===== src/sv/triangle_unit_normal_unit_macros.svh =====
// ----------------------------------------------------------------------------
// Assertion macros for the triangle unit normal block
// Shared concurrent assertion forms, clocked on clk_i with reset disable.
// ----------------------------------------------------------------------------
`ifndef TRIANGLE_UNIT_NORMAL_UNIT_MACROS_SVH
`define TRIANGLE_UNIT_NORMAL_UNIT_MACROS_SVH

// Same-cycle implication.
`define TUN_ASSERT_IMP(lbl, ant, con, msg) \
  lbl: assert property (@(posedge clk_i) disable iff (!rst_ni) (ant) |-> (con)) \
    else $error(msg);

// Implication after a fixed number of cycles.
`define TUN_ASSERT_DLY(lbl, ant, n, con, msg) \
  lbl: assert property (@(posedge clk_i) disable iff (!rst_ni) (ant) |-> ##n (con)) \
    else $error(msg);

`endif


===== src/sv/tun_pkg.sv =====
// ----------------------------------------------------------------------------
// Triangle unit normal package
// Transaction types and pipeline constants shared by all modules.
// ----------------------------------------------------------------------------
`timescale 1ns / 1ps

package tun_pkg;

  localparam int unsigned CoordW     = 24;
  localparam int unsigned NormW      = 31;
  localparam int unsigned SumW       = 64;
  localparam int unsigned RootW      = 32;
  localparam int unsigned QuotW      = 16;
  localparam int unsigned SqrtStages = 16;
  localparam int unsigned DivStages  = 8;
  // Input, edge, product, cross, nibble, position, shift, square, sum.
  localparam int unsigned PreStages  = 9;
  localparam int unsigned Latency    = PreStages + SqrtStages + DivStages + 1;

  // One input transaction: three vertices in Q12.12.
  typedef struct packed {
    logic signed [CoordW-1:0] a_x;
    logic signed [CoordW-1:0] a_y;
    logic signed [CoordW-1:0] a_z;
    logic signed [CoordW-1:0] b_x;
    logic signed [CoordW-1:0] b_y;
    logic signed [CoordW-1:0] b_z;
    logic signed [CoordW-1:0] c_x;
    logic signed [CoordW-1:0] c_y;
    logic signed [CoordW-1:0] c_z;
  } tun_in_t;

  // One result transaction: Q1.15 unit normal and degenerate flag.
  typedef struct packed {
    logic signed [QuotW-1:0] normal_x;
    logic signed [QuotW-1:0] normal_y;
    logic signed [QuotW-1:0] normal_z;
    logic                    degenerate;
  } tun_out_t;

  // Per-triangle data carried alongside the square root and divider.
  typedef struct packed {
    logic [2:0][NormW-1:0] mag;
    logic [2:0]            neg;
    logic                  degen;
  } tun_lane_t;

endpackage


===== src/sv/tun_sqrt.sv =====
// ----------------------------------------------------------------------------
// Pipelined integer square root
// Floor square root of a 64-bit value, two result bits per stage.
// ----------------------------------------------------------------------------
`timescale 1ns / 1ps

module tun_sqrt (
  input  logic                clk_i,
  input  logic                rst_ni,
  input  logic                valid_i,
  input  logic [63:0]         s_i,
  input  tun_pkg::tun_lane_t  lane_i,
  output logic                valid_o,
  output logic [31:0]         root_o,
  output tun_pkg::tun_lane_t  lane_o
);
  import tun_pkg::*;

  localparam int unsigned RemW = RootW + 2;

  logic [SqrtStages-1:0] valid_q;
  logic [RemW-1:0]       rem_q  [SqrtStages];
  logic [RemW-1:0]       rem_d  [SqrtStages];
  logic [RootW-1:0]      root_q [SqrtStages];
  logic [RootW-1:0]      root_d [SqrtStages];
  logic [SumW-1:0]       s_q    [SqrtStages];
  logic [SumW-1:0]       s_d    [SqrtStages];
  tun_lane_t             lane_q [SqrtStages];

  // Each stage retires two radicand bit pairs.
  always_comb begin
    logic [RemW-1:0]  rem;
    logic [RootW-1:0] root;
    logic [SumW-1:0]  sv;
    logic [RemW+1:0]  acc;
    logic [RemW+1:0]  trial;
    for (int k = 0; k < SqrtStages; k++) begin
      if (k == 0) begin
        rem  = '0;
        root = '0;
        sv   = s_i;
      end else begin
        rem  = rem_q[k-1];
        root = root_q[k-1];
        sv   = s_q[k-1];
      end
      for (int j = 0; j < 2; j++) begin
        acc   = {rem, sv[SumW-1 -: 2]};
        trial = {2'b00, root, 2'b01};
        sv    = {sv[SumW-3:0], 2'b00};
        if (acc >= trial) begin
          rem  = RemW'(acc - trial);
          root = {root[RootW-2:0], 1'b1};
        end else begin
          rem  = acc[RemW-1:0];
          root = {root[RootW-2:0], 1'b0};
        end
      end
      rem_d[k]  = rem;
      root_d[k] = root;
      s_d[k]    = sv;
    end
  end

  // Valid bits of the stages.
  always_ff @(posedge clk_i or negedge rst_ni) begin
    if (!rst_ni) begin
      valid_q <= '0;
    end else begin
      valid_q <= {valid_q[SqrtStages-2:0], valid_i};
    end
  end

  // Stage payload.
  always_ff @(posedge clk_i) begin
    for (int k = 0; k < SqrtStages; k++) begin
      rem_q[k]  <= rem_d[k];
      root_q[k] <= root_d[k];
      s_q[k]    <= s_d[k];
      lane_q[k] <= (k == 0) ? lane_i : lane_q[k-1];
    end
  end

  assign valid_o = valid_q[SqrtStages-1];
  assign root_o  = root_q[SqrtStages-1];
  assign lane_o  = lane_q[SqrtStages-1];

endmodule


===== config.mk =====
export PLATFORM = sky130hd
export DESIGN_NAME = tun_sqrt
export DESIGN_NICKNAME = d
export VERILOG_FILES = /design/src/sv/triangle_unit_normal_unit_macros.svh /design/src/sv/tun_pkg.sv /design/src/sv/tun_sqrt.sv
export SDC_FILE = /design/constraint.sdc
export NUM_CORES = 2
export LEC_CHECK = 0
export BUFFER_PORTS_ARGS = -buffer_cell sky130_fd_sc_hd__buf_2
export CAP_MARGIN = 10
export CORE_MARGIN = 2
export CORE_UTILIZATION = 55
export CTS_BUF_LIST = sky130_fd_sc_hd__clkbuf_8
export DETAILED_ROUTE_END_ITERATION = 8
export MAX_ROUTING_LAYER = met4
export PLACE_DENSITY = 0.7
export SLEW_MARGIN = 25
export SYNTH_ARGS = -nofsm -noshare
export SYNTH_HDL_FRONTEND = slang
export SYNTH_SLANG_ARGS = --single-unit
export TNS_END_PERCENT = 1

===== constraint.sdc =====
create_clock -name clk_i -period 7.4 [get_ports clk_i]
set_clock_uncertainty 0.05 [all_clocks]
set_input_delay 1.48 -clock clk_i [delete_from_list [all_inputs] [get_ports clk_i]]
set_output_delay 1.48 -clock clk_i [all_outputs]
set_load 0.01 [all_outputs]

==> results.json <==
{
  "grt_util_all_layers_pct": 25.5,
  "synth_top_family_by_area": "simple AND/OR/NAND/NOR gates",
  "cts_setup_buffers": 0,
  "crit_fanout": 22,
  "power_frac_comb_pct": 21.0,
  "tns_ps": 0,
  "num_vias": 67900,
  "die_h_microns": 430,
  "ant_nets": 0,
  "routed_wl_microns": 234000,
  "crit_path_end_kind": "flip-flop",
  "timing.final.max_slew_violations": 0,
  "area_growth_pct": 12.6,
  "criticalPathCategory": "flip-flop to flip-flop",
  "synth_fa_ha_area_share_pct": 6.98,
  "clock_path_buffers": 4,
  "cts_tree": "done",
  "grt_pass1_wl_microns": 366000,
  "ff2ff_path_depth": 20,
  "status": "complete, no violations",
  "drtIter0Drc": 3704,
  "vdd_drop_max_mv": 0.299,
  "cellPowerDensity_nw_per_um2": 350,
  "initial_core_util_pct": 55.3,
  "required_ps": 8280,
  "fin_nets": 10700,
  "grt_pass1_vias": 67700,
  "clock-sinks": 2805,
  "r2r_slack_ps": 660,
  "start_kind": "flip-flop",
  "arrival_ps": 7620,
  "fp.coreArea_sq_um": 181000,
  "seq_power_share_pct": 45.9,
  "worst_pin_slew_ps": 1030,
  "synth_area_per_cell_sq_um": 10.5,
  "setup_viol": 0,
  "place_congestion": 0.943,
  "ys.warnings.count": 0,
  "die_x_microns": 430,
  "synth_edf_count": 0,
  "synthSimpleGateAreaFrac_pct": 12.8,
  "synthArstFlopShare_pct": 0.570,
  "hold_depth": 0,
  "hold_buffers": 0,
  "synth_ff_type": "dfxtp_1",
  "antenna_found_initial": 16,
  "firstDrtPassIters": 6,
  "io_buffers": 293,
  "num_io_pins": 294,
  "die_area_sq_um": 185000,
  "htree_levels": 5,
  "syn_inst": 9524,
  "viasPerCell": 5.33,
  "maxCapViolations": 0,
  "ys_ff_latch": 2805,
  "cts.clk_slew.worst_paths_ps": 70,
  "grt_busiest_layer": "met2",
  "cts-resized-gates": 0,
  "drive_gt1_share_pct": 11.7,
  "netlist_top_cells_area": "dfxtp_1 56%, ha_1 7.0%, xnor2_1 4.7%",
  "overflow": 0,
  "ys_types": 101,
  "met1_usage_pct": 29.9,
  "max_freq_mhz": 148,
  "use_met2_pct": 43.7,
  "wl_per_cell_microns": 18.4,
  "synth_area_sq_um": 99800,
  "hold_viol_final": 0,
  "p_clk_share_pct": 33.1,
  "synth_top_area_cell": "dfxtp_1",
  "switching_power_mw": 11.9,
  "clock_latency_ps": 1050,
  "p_leak_nw": 51.2,
  "min_period_ps": 6740,
  "num_rows": 156,
  "timing.final.crit_share_pct": 91.0,
  "cts_buffers": 418,
  "synth_top_area_share_pct": 55.9,
  "synthXorXnorAreaFrac_pct": 6.99,
  "p_total_mw": 39.4,
  "hold_class": "flip-flop to flip-flop",
  "cellInternalPower_mw": 27.5,
  "rsz0062_at_grt": "no",
  "dp_hpwl_microns": 175000,
  "grt_max_degree": 50,
  "synth-seq-area-share_pct": 56.3,
  "clockRootBuffer": "clkbuf_8",
  "synth_compound_gate_area_share_pct": 12.5,
  "relSlewSlack_pct": 31.0,
  "swShare_pct": 30.1,
  "synthMuxAreaShare_pct": 1.21,
  "grt_util_met3_pct": 3.81,
  "drc": 0
}
## worst max-delay path, cell delays in order, from the launching register on
cell and delay, ps:
dfxtp_1 320, inv_1 60, ha_1 370, a211oi_1 570, nor3b_1 150, o41ai_1 570, a21oi_1 260, a221o_1 460
inv_2 170, buf_4 270, o21ai_0 210, ha_1 440, nand4_1 220, nor4_1 660, nand2_1 110, o21ai_1 270
a21oi_1 80, and4_1 360, or4b_1 590, nor4_1 300, xor2_1 180
## cell usage after synthesis (36+ instances only)
cell and n:
nor2b_1 88, nor4_1 92, nor2_1 627, mux2_2 87, nand2b_1 100, a21o_1 237, and2_1 58, a31oi_1 60
o211ai_1 36, nand2_1 633, nand3_1 201, xor2_1 263, nand4_1 109, or3_1 75, o21bai_1 78, inv_1 459
or2_2 51, o21ai_0 424, buf_4 97, o31ai_1 79, a211oi_1 59, xnor2_1 534, o21a_1 94, a21oi_1 605
or4_1 38, clkbuf_1 136, and3_1 68, dfxtp_1 2789, nor3_1 221, ha_1 557
## registers in the layout, indices dropped and copies added, names as in the netlist
name / flops
s_q: 480
lane_q: 1552
rem_q: 485
root_q: 272
valid_q: 16
## routing by layer
layer  share of wire, %  wire [microns]  vias to the layer above
met5                  0               0                        -
met2                 49          115000                     1724
li1                   -               -                    34000
met3                4.1            9680                      501
met1                 43           99500                    31600
met4                3.9            9170                        0
## stage by stage
stage               setup slack [ps]  instance area (sq um)  hold WS (ps)  utilization [%]  instances
global route                     243                 112000           197             62.3      12700
floorplan                       1150                  99800           260                -       9525
global placement                 741                 103000           259             57.3      12000
CTS                              622                 112000           180             62.3      12700
detailed placement               624                 103000           262             57.3      12000
finish                           665                 112000           209             62.3      12700
## final cells by class
type | instances | area, sq um
well taps | 2370 | 2970
multi-input cells | 5960 | 40400
clock buffers | 545 | 7500
inverters | 467 | 1750
repair buffers | 369 | 2090
diodes | 11 | 27.5
fillers | 14300 | 68100
flip-flops and latches | 2805 | 56200
clock inverters | 195 | 1480
## path summary, 6_finish.rpt
kind,endpoint,start
max,rem_q[1][134],root_q[1][67]
min in group asynchronous,valid_q[0],rst_ni
max reg2reg,rem_q[1][134],root_q[1][67]
min,s_q[0][350],s_q[0][286]
min reg2reg,s_q[0][350],s_q[0][286]
max in group asynchronous,valid_q[11],rst_ni
## logic make-up (layout without fill, tap and decap cells)
family,count (synthesis),in the layout
buffers and inverters,760,1576
AO/OA/AOI/OAI,1957,1957
other,1,13
AND/OR/NAND/NOR,2537,2537
multiplexers,110,110
flip-flops,2805,2805
adder cells (fa/ha/maj),557,557
XOR/XNOR,797,797
## placed cells by master, fill, tap and decap left out, types with 293 or more instances in the layout
cell type	netlist	routed
ha_1	557	557
nor2_1	627	627
buf_2	24	293
nand2_1	633	633
clkbuf_8	0	545
dfxtp_1	2789	2789
inv_1	459	564
o21ai_0	424	423
xnor2_1	534	534
a21oi_1	605	605
## power groups by stage
stage,logic (mW),clock network (mW),registers [mW]
2_1_floorplan,6.41,0,17.7
3_3_place_gp,8.13,0,18.3
3_5_place_dp,8.16,0,18.4
4_1_cts,8.22,13.4,18.1
5_1_grt,9.15,14.1,18.2
6_report,8.27,13.0,18.1
(Power assumes the default switching activity.)
